### config.mk
export PLATFORM = sky130hd
export DESIGN_NAME = combined_lcg_shuffle_rng
export DESIGN_NICKNAME = d
export VERILOG_FILES = /design/src/clsr_pkg.sv /design/src/clsr_ctrl.sv /design/src/clsr_dp.sv /design/src/combined_lcg_shuffle_rng.sv
export SDC_FILE = /design/constraint.sdc
export NUM_CORES = 2
export LEC_CHECK = 0
export BUFFER_PORTS_ARGS = -buffer_cell sky130_fd_sc_hd__buf_4
export CAP_MARGIN = 5
export CORE_MARGIN = 2
export CORE_UTILIZATION = 30
export DETAILED_ROUTE_END_ITERATION = 8
export PLACE_DENSITY = 0.5
export SETUP_SLACK_MARGIN = 0.2
export SLEW_MARGIN = 10
export SYNTH_ARGS = -nofsm -noshare
export SYNTH_HDL_FRONTEND = slang
export SYNTH_SLANG_ARGS = --single-unit
### constraint.sdc
create_clock -name aclk -period 21.7 [get_ports aclk]
set_input_delay 5.425 -clock aclk [delete_from_list [all_inputs] [get_ports aclk]]
set_output_delay 5.425 -clock aclk [all_outputs]
set_load 0.05 [all_outputs]
### src/clsr_pkg.sv
`timescale 1ns / 1ps
// shared constants, types and the modular fold for the combined generator
package clsr_pkg;

    localparam int unsigned PROD_W = 47;

    localparam logic [31:0] MOD_ONE   = 32'd2147483563;
    localparam logic [31:0] MOD_TWO   = 32'd2147483399;
    localparam logic [15:0] MUL_ONE   = 16'd40014;
    localparam logic [15:0] MUL_TWO   = 16'd40692;
    // 2^31 minus each modulus
    localparam logic [7:0]  FOLD_ONE  = 8'd85;
    localparam logic [7:0]  FOLD_TWO  = 8'd249;
    localparam logic [30:0] SEED_ONE  = 31'd1;
    localparam logic [30:0] SEED_TWO  = 31'd123456789;
    localparam logic [30:0] RANGE_TOP = 31'd2147483562;

    typedef enum logic [6:0] {
        ST_IDLE = 7'b0000001,
        ST_WMUL = 7'b0000010,
        ST_WRED = 7'b0000100,
        ST_DMUL = 7'b0001000,
        ST_DRED = 7'b0010000,
        ST_DSEL = 7'b0100000,
        ST_DMIX = 7'b1000000
    } state_t;

    typedef struct packed {
        logic load_seed;
        logic warm_mul;
        logic warm_red;
        logic draw_mul;
        logic draw_red;
        logic draw_sel;
        logic draw_mix;
    } cmd_t;

    typedef struct packed {
        logic warm_done;
    } status_t;

    // product mod (2^31 - fold): fold the high part down, then one subtract
    function automatic logic [30:0] mod_reduce(input logic [PROD_W-1:0] p,
                                               input logic [7:0]        fold,
                                               input logic [31:0]       modv);
        logic [15:0] hi;
        logic [30:0] lo;
        logic [23:0] hf;
        logic [31:0] s;
        logic [31:0] r;
        hi = p[PROD_W-1:31];
        lo = p[30:0];
        hf = 24'(hi) * 24'(fold);
        s  = {1'b0, lo} + {8'b0, hf};
        r  = (s >= modv) ? (s - modv) : s;
        return r[30:0];
    endfunction

endpackage

### src/clsr_ctrl.sv
`timescale 1ns / 1ps
// sequencer for warm-up and draw steps, plus the result valid flag
module clsr_ctrl (
    input  logic              aclk,
    input  logic              aresetn,
    input  logic              s_valid,
    output logic              s_ready,
    input  logic              s_operation,
    output logic              m_valid,
    input  logic              m_ready,
    output clsr_pkg::cmd_t    cmd,
    input  clsr_pkg::status_t status
);
    import clsr_pkg::*;

    state_t state_reg, state_next;
    logic   m_valid_reg, m_valid_next;
    logic   out_free;

    assign s_ready  = (state_reg == ST_IDLE);
    assign m_valid  = m_valid_reg;
    assign out_free = !m_valid_reg || m_ready;

    always_comb begin
        state_next = state_reg;
        cmd        = '0;
        case (state_reg)
            ST_IDLE: begin
                if (s_valid) begin
                    if (s_operation) begin
                        cmd.load_seed = 1'b1;
                        state_next    = ST_WMUL;
                    end else begin
                        state_next = ST_DMUL;
                    end
                end
            end
            ST_WMUL: begin
                cmd.warm_mul = 1'b1;
                state_next   = ST_WRED;
            end
            ST_WRED: begin
                cmd.warm_red = 1'b1;
                state_next   = status.warm_done ? ST_DMUL : ST_WMUL;
            end
            ST_DMUL: begin
                cmd.draw_mul = 1'b1;
                state_next   = ST_DRED;
            end
            ST_DRED: begin
                cmd.draw_red = 1'b1;
                state_next   = ST_DSEL;
            end
            ST_DSEL: begin
                cmd.draw_sel = 1'b1;
                state_next   = ST_DMIX;
            end
            ST_DMIX: begin
                // hold until the previous result has been taken
                if (out_free) begin
                    cmd.draw_mix = 1'b1;
                    state_next   = ST_IDLE;
                end
            end
            default: begin
                state_next = ST_IDLE;
            end
        endcase
    end

    always_comb begin
        m_valid_next = m_valid_reg;
        if (cmd.draw_mix) begin
            m_valid_next = 1'b1;
        end else if (m_ready) begin
            m_valid_next = 1'b0;
        end
    end

    always_ff @(posedge aclk) begin
        if (!aresetn) begin
            state_reg   <= ST_IDLE;
            m_valid_reg <= 1'b0;
        end else begin
            state_reg   <= state_next;
            m_valid_reg <= m_valid_next;
        end
    end

endmodule

### src/clsr_dp.sv
`timescale 1ns / 1ps
// generators, modular multipliers, slot selection and the shuffle table
module clsr_dp #(
    parameter int unsigned TABLE_DEPTH = 32
) (
    input  logic              aclk,
    input  logic              aresetn,
    input  logic [30:0]       s_seed_value,
    output logic [30:0]       m_random_value,
    input  clsr_pkg::cmd_t    cmd,
    output clsr_pkg::status_t status
);
    import clsr_pkg::*;

    localparam int unsigned IW = $clog2(TABLE_DEPTH);
    localparam int unsigned RW = $clog2(TABLE_DEPTH + 1);
    localparam int unsigned CW = $clog2(TABLE_DEPTH + 8);
    localparam longint unsigned SLOT_DIV = 64'd1 + 64'd2147483562 / TABLE_DEPTH;
    localparam longint unsigned RECIP    = (64'd1 << 31) / SLOT_DIV;
    localparam logic [30:0]   SLOT_DIV_W = 31'(SLOT_DIV);
    localparam logic [RW-1:0] RECIP_W    = RW'(RECIP);
    localparam logic [CW-1:0] WARM_TOP   = CW'(TABLE_DEPTH + 7);
    localparam logic [CW-1:0] DEPTH_C    = CW'(TABLE_DEPTH);
    localparam logic [RW-1:0] DEPTH_R    = RW'(TABLE_DEPTH);
    localparam logic [IW-1:0] LAST_SLOT  = IW'(TABLE_DEPTH - 1);

    logic [30:0]        gen1_reg, gen1_next;
    logic [30:0]        gen2_reg, gen2_next;
    logic [30:0]        last_reg, last_next;
    logic [CW-1:0]      cnt_reg, cnt_next;
    logic [TABLE_DEPTH-1:0] valid_reg, valid_next;

    logic [PROD_W-1:0]  prod1_reg, prod2_reg;
    logic [RW-1:0]      qest_reg;
    logic [30:0]        qd_reg;
    logic [IW-1:0]      slot_reg;
    logic [30:0]        rd_data_reg;
    logic               rd_valid_reg;
    logic [30:0]        out_reg;
    logic [30:0]        tbl_mem [TABLE_DEPTH];

    logic [30:0]        red1, red2;
    logic [30+RW:0]     qest_prod;
    logic [30+RW:0]     qd_prod;
    logic [30:0]        rem;
    logic [RW-1:0]      slot_wide;
    logic [IW-1:0]      slot;
    logic [30:0]        rd_val;
    logic [32:0]        diff;
    logic [32:0]        mix;
    logic               warm_wr;
    logic               wr_en;
    logic [IW-1:0]      wr_addr;
    logic [30:0]        wr_data;

    assign red1 = mod_reduce(prod1_reg, FOLD_ONE, MOD_ONE);
    assign red2 = mod_reduce(prod2_reg, FOLD_TWO, MOD_TWO);

    assign status.warm_done = (cnt_reg == '0);

    // slot = last / SLOT_DIV: reciprocal estimate is low by at most one
    assign qest_prod = (31 + RW)'(last_reg) * (31 + RW)'(RECIP_W);
    assign qd_prod   = (31 + RW)'(qest_reg) * (31 + RW)'(SLOT_DIV_W);
    assign rem       = last_reg - qd_reg;
    assign slot_wide = qest_reg + RW'(rem >= SLOT_DIV_W);
    assign slot      = (slot_wide >= DEPTH_R) ? LAST_SLOT : slot_wide[IW-1:0];

    // never-written entries read as zero
    assign rd_val = rd_valid_reg ? rd_data_reg : '0;
    assign diff   = {2'b00, rd_val} - {2'b00, gen2_reg};
    assign mix    = (diff[32] || diff == '0) ? (diff + {2'b00, RANGE_TOP}) : diff;

    assign warm_wr = cmd.warm_red && (cnt_reg < DEPTH_C);
    assign wr_en   = warm_wr || cmd.draw_mix;
    assign wr_addr = cmd.draw_mix ? slot_reg : cnt_reg[IW-1:0];
    assign wr_data = cmd.draw_mix ? gen1_reg : red1;

    assign m_random_value = out_reg;

    always_comb begin
        gen1_next  = gen1_reg;
        gen2_next  = gen2_reg;
        last_next  = last_reg;
        cnt_next   = cnt_reg;
        valid_next = valid_reg;
        if (cmd.load_seed) begin
            gen1_next = (s_seed_value == '0) ? SEED_ONE : s_seed_value;
            gen2_next = (s_seed_value == '0) ? SEED_ONE : s_seed_value;
            cnt_next  = WARM_TOP;
        end
        if (cmd.warm_red) begin
            gen1_next = red1;
            if (cnt_reg == '0) begin
                last_next = red1;
            end else begin
                cnt_next = cnt_reg - CW'(1);
            end
        end
        if (cmd.draw_red) begin
            gen1_next = red1;
            gen2_next = red2;
        end
        if (cmd.draw_mix) begin
            last_next = mix[30:0];
        end
        if (wr_en) begin
            valid_next[wr_addr] = 1'b1;
        end
    end

    always_ff @(posedge aclk) begin
        if (!aresetn) begin
            gen1_reg  <= SEED_ONE;
            gen2_reg  <= SEED_TWO;
            last_reg  <= '0;
            cnt_reg   <= '0;
            valid_reg <= '0;
        end else begin
            gen1_reg  <= gen1_next;
            gen2_reg  <= gen2_next;
            last_reg  <= last_next;
            cnt_reg   <= cnt_next;
            valid_reg <= valid_next;
        end
    end

    always_ff @(posedge aclk) begin
        if (cmd.warm_mul || cmd.draw_mul) begin
            prod1_reg <= PROD_W'(gen1_reg) * PROD_W'(MUL_ONE);
        end
        if (cmd.draw_mul) begin
            prod2_reg <= PROD_W'(gen2_reg) * PROD_W'(MUL_TWO);
            qest_reg  <= qest_prod[30+RW:31];
        end
        if (cmd.draw_red) begin
            qd_reg <= qd_prod[30:0];
        end
        if (cmd.draw_sel) begin
            slot_reg     <= slot;
            rd_valid_reg <= valid_reg[slot];
        end
        if (cmd.draw_mix) begin
            out_reg <= mix[30:0];
        end
    end

    always_ff @(posedge aclk) begin
        if (wr_en) begin
            tbl_mem[wr_addr] <= wr_data;
        end
        if (cmd.draw_sel) begin
            rd_data_reg <= tbl_mem[slot];
        end
    end

endmodule

### src/combined_lcg_shuffle_rng.sv
`timescale 1ns / 1ps
// top level: combined congruential generator with shuffle table
//
//  channel | direction | ports                                   | transfer
//  s_      | in        | s_operation, s_seed_value               | s_valid & s_ready
//  m_      | out       | m_random_value                          | m_valid & m_ready
//
// a draw steps through idle with transfer, multiply, modular fold, slot select and mix
// the result is registered and flagged valid by the mix step
// a reseed first runs warm-up steps, one multiply and one fold per warm-up step
// both generators share one sequencer; an item is taken only when it is idle
// reset clears generators to their start values and marks every table slot empty
// a result waiting on m_ready holds the final mix step of the next item
module combined_lcg_shuffle_rng #(
    parameter int unsigned TABLE_DEPTH = 32
) (
    input  logic        aclk,
    input  logic        aresetn,
    input  logic        s_valid,
    output logic        s_ready,
    input  logic        s_operation,
    input  logic [30:0] s_seed_value,
    output logic        m_valid,
    input  logic        m_ready,
    output logic [30:0] m_random_value
);
    import clsr_pkg::*;

    cmd_t    cmd;
    status_t status;

    clsr_ctrl u_ctrl (
        .aclk        (aclk),
        .aresetn     (aresetn),
        .s_valid     (s_valid),
        .s_ready     (s_ready),
        .s_operation (s_operation),
        .m_valid     (m_valid),
        .m_ready     (m_ready),
        .cmd         (cmd),
        .status      (status)
    );

    clsr_dp #(
        .TABLE_DEPTH (TABLE_DEPTH)
    ) u_dp (
        .aclk           (aclk),
        .aresetn        (aresetn),
        .s_seed_value   (s_seed_value),
        .m_random_value (m_random_value),
        .cmd            (cmd),
        .status         (status)
    );

endmodule

==> impl_metrics.toml <==
[global_route]
grt_first_pass_wirelength_um = 357000
grt_max_degree = 159
antenna_found_initial = 5
grt_pass1_vias = 53800
grt_remaining_overflow = 0
grt_use_total = 0.179

[drt]
drt_first_pass_iters = 5
dr_wl_met2_um = 114000
vias = 54016
drc_errors = 0
wl_met1_um = 108000
routedWlPerCell_um = 22.9
drtIter0Drc = 4623
wl_um = 241000
vias_per_cell = 5.13
routed.top_layer = "met5"
ant_nets = 0
wl_met3_um = 12700

[synth]
synthFlopType = "edfxtp_1"
synth_cells = 6880
synth_cell_types = 92
synth-seq-cells = 1322
synth-async-reset-ratio = 0
synth_area_um2 = 78900
synth_edf_count = 1184
seq_area_frac_synth = 0.486
syn_avg_cell_area_um2 = 11.5
yosysWarnings = 0
syn-num-nets = 7915

[worst_hold_path]
hold_path.class = "reg -> reg"
hold_start = "u_dp.valid_reg[11]"

[clock_network]
cts_made_buffers = 143
hold_buffers = 0
cts_resized = 0
cts.clk_slew.worst_paths_ns = 0.06
cts_root_buffer = "clkbuf_16"
cts.sinks = 1322
cts_tree = "yes"
cts_setup_buffers = 0
clk_latency_ns = 0.84
htreeDepth = 4
ctsLongestPathBuffers = 3

[setup_path]
crit_chain = "ha_1 -> fa_1 -> inv_1 -> fa_1 -> fa_1 -> inv_1 -> ha_1 -> nand2_1 -> nor4_1 -> nand2_1 -> a211oi_1 -> nand4_1 -> nor4_1 -> nand4b_1 -> nor4_4 -> buf_4 -> o2111ai_1 -> xor2_1 -> o21ai_2 -> buf_4"
worst_path_largest_cell_delay_ns = 1.05
path_common_cell = "fa_1"
path_class = "reg -> reg"
critPathLaunch = "u_dp.prod1_reg[37]"
critPathMaxFanout = 32
cp.required_ns = 22.17
cp_slowest_cell = "xor2_1"
start_kind = "flop"
reg2reg_from = "u_dp.prod1_reg[37]"
cp_data_arrival_time_ns = 8.62
critical_path.endpoint_type = "flop"

[timing]
slew_viol_final = 0
post-route-min-period_ns = 8.15
rsz0062_at_grt = "no"
period_share = 0.376
max_clock_freq_mhz = 123
final.setup_skew_ns = 0.0887
tightest_slew_ns = 1.32
final.setup.tns_ns = 0
slew-limit-headroom = 0.115
setup_viol = 0
hold_viol = 0

[floorplanning]
start_util = 0.301
die_x_um = 517
dieArea_um2 = 267000
fp.dieH_um = 517
ios = 69
coreArea_um2 = 262000
rows = 188

[placed_design]
dp_hpwl_um = 168000
portBuffers = 68
place_congestion = 0.927

[final_layout]
final_nets = 7925
drive_above_1_share = 0.0752
area_growth_pct = 12.5
largest_reg_flops = 992
final_util = 0.339

[run]
max_cap_viol_count = 0

[run_status]
outcome = "complete, no violations"
critical path: cells and delay by family (launching register included):
| family | cells | cell delay [ns] |
|---|---|---|
| AND/OR/NAND/NOR | 7 | 2.49 |
| AO/OA/AOI/OAI | 3 | 0.70 |
| adder cells (fa/ha/maj) | 5 | 2.33 |
| buffers and inverters | 4 | 0.71 |
| XOR/XNOR | 1 | 1.05 |
| flip-flops | 1 | 0.50 |
placed cells by master (no fill, tap or decap), types with 173 or more instances in the layout:
master and instances:
ha_1 535, inv_1 788, nand3_1 322, fa_1 463
nor2_1 173, edfxtp_1 1184, nand2_1 797, o221ai_1 265
a21oi_1 392, buf_4 181
worst paths after layout:
kind,to,slack [ns],cells past startpoint
setup / recovery,u_dp.tbl_mem[16][10],13.55,20
hold / removal,u_dp.valid_reg[11],0.46,1
setup reg to reg,u_dp.tbl_mem[16][10],13.55,20
hold reg to reg,u_dp.valid_reg[11],0.46,1
synthesized netlist by cell type, types with 24 or more instances:
cell type	count	area, um2
xnor2_1	138	1210
a21o_1	114	856
o211ai_1	46	345
nand4_1	38	238
buf_1	26	97.6
a31oi_1	61	382
nor2_1	208	781
o21a_1	85	638
o221ai_1	265	2320
a21oi_1	409	2050
nand2_1	797	2990
edfxtp_1	1184	35600
nor2b_1	35	219
a211oi_1	47	353
o31ai_1	47	353
clkbuf_1	290	1090
fa_1	463	9270
xor2_1	84	736
and2_1	67	419
nand2b_1	27	169
inv_1	791	2970
o21ai_0	150	751
nand3_1	323	1620
a311oi_1	97	850
dfxtp_1	138	2760
ha_1	536	6710
and3_1	38	238
nor3_1	49	245
o21bai_1	24	180
layer usage:
| layer | up-vias | GRT usage |
|---|---|---|
| met2 | 1499 | 0.290 |
| met5 | - | 0 |
| li1 | 24850 | - |
| met3 | 289 | 0.0252 |
| met4 | 2 | 0.0530 |
| met1 | 27376 | 0.247 |
kinds of logic (layout without fill, tap and decap cells):
| kind of cell | count (synthesis) | in the layout | share of synthesized area |
|---|---|---|---|
| XOR/XNOR | 222 | 222 | 0.0246 |
| other | 0 | 2 | 0 |
| AND/OR/NAND/NOR | 1714 | 1714 | 0.101 |
| multiplexers | 14 | 14 | 0.00179 |
| buffers and inverters | 1114 | 1243 | 0.0531 |
| adder cells (fa/ha/maj) | 999 | 999 | 0.202 |
| flip-flops | 1322 | 1322 | 0.486 |
| AO/OA/AOI/OAI | 1495 | 1495 | 0.132 |
stage by stage:
| step | std cells | hold WS (ns) | worst slack (ns) | cell area, um2 |
|---|---|---|---|---|
| 2_1_floorplan | 6880 | 0.434 | 13.10 | 78900 |
| 3_5_place_dp | 10259 | 0.453 | 13.02 | 84000 |
| 6_report | 10526 | 0.464 | 13.55 | 88700 |
| 5_1_grt | 10524 | 0.486 | 12.95 | 88700 |
| 4_1_cts | 10523 | 0.466 | 13.59 | 88700 |
| 3_3_place_gp | 10259 | 0.448 | 12.93 | 84000 |
final cells by class:
class / count / area [um2]
Tap cell: 3515 / 4400
Fill cell: 26157 / 173000
Inverter: 794 / 3000
Antenna cell: 2 / 5.00
Clock inverter: 67 / 818
Clock buffer: 197 / 3930
Sequential cell: 1322 / 38300
Timing Repair Buffer: 185 / 1450
Multi-Input combinational cell: 4444 / 36800
Power is not shown: default switching activity piles up to over one toggle a cycle in this logic, so the estimate is an artifact.
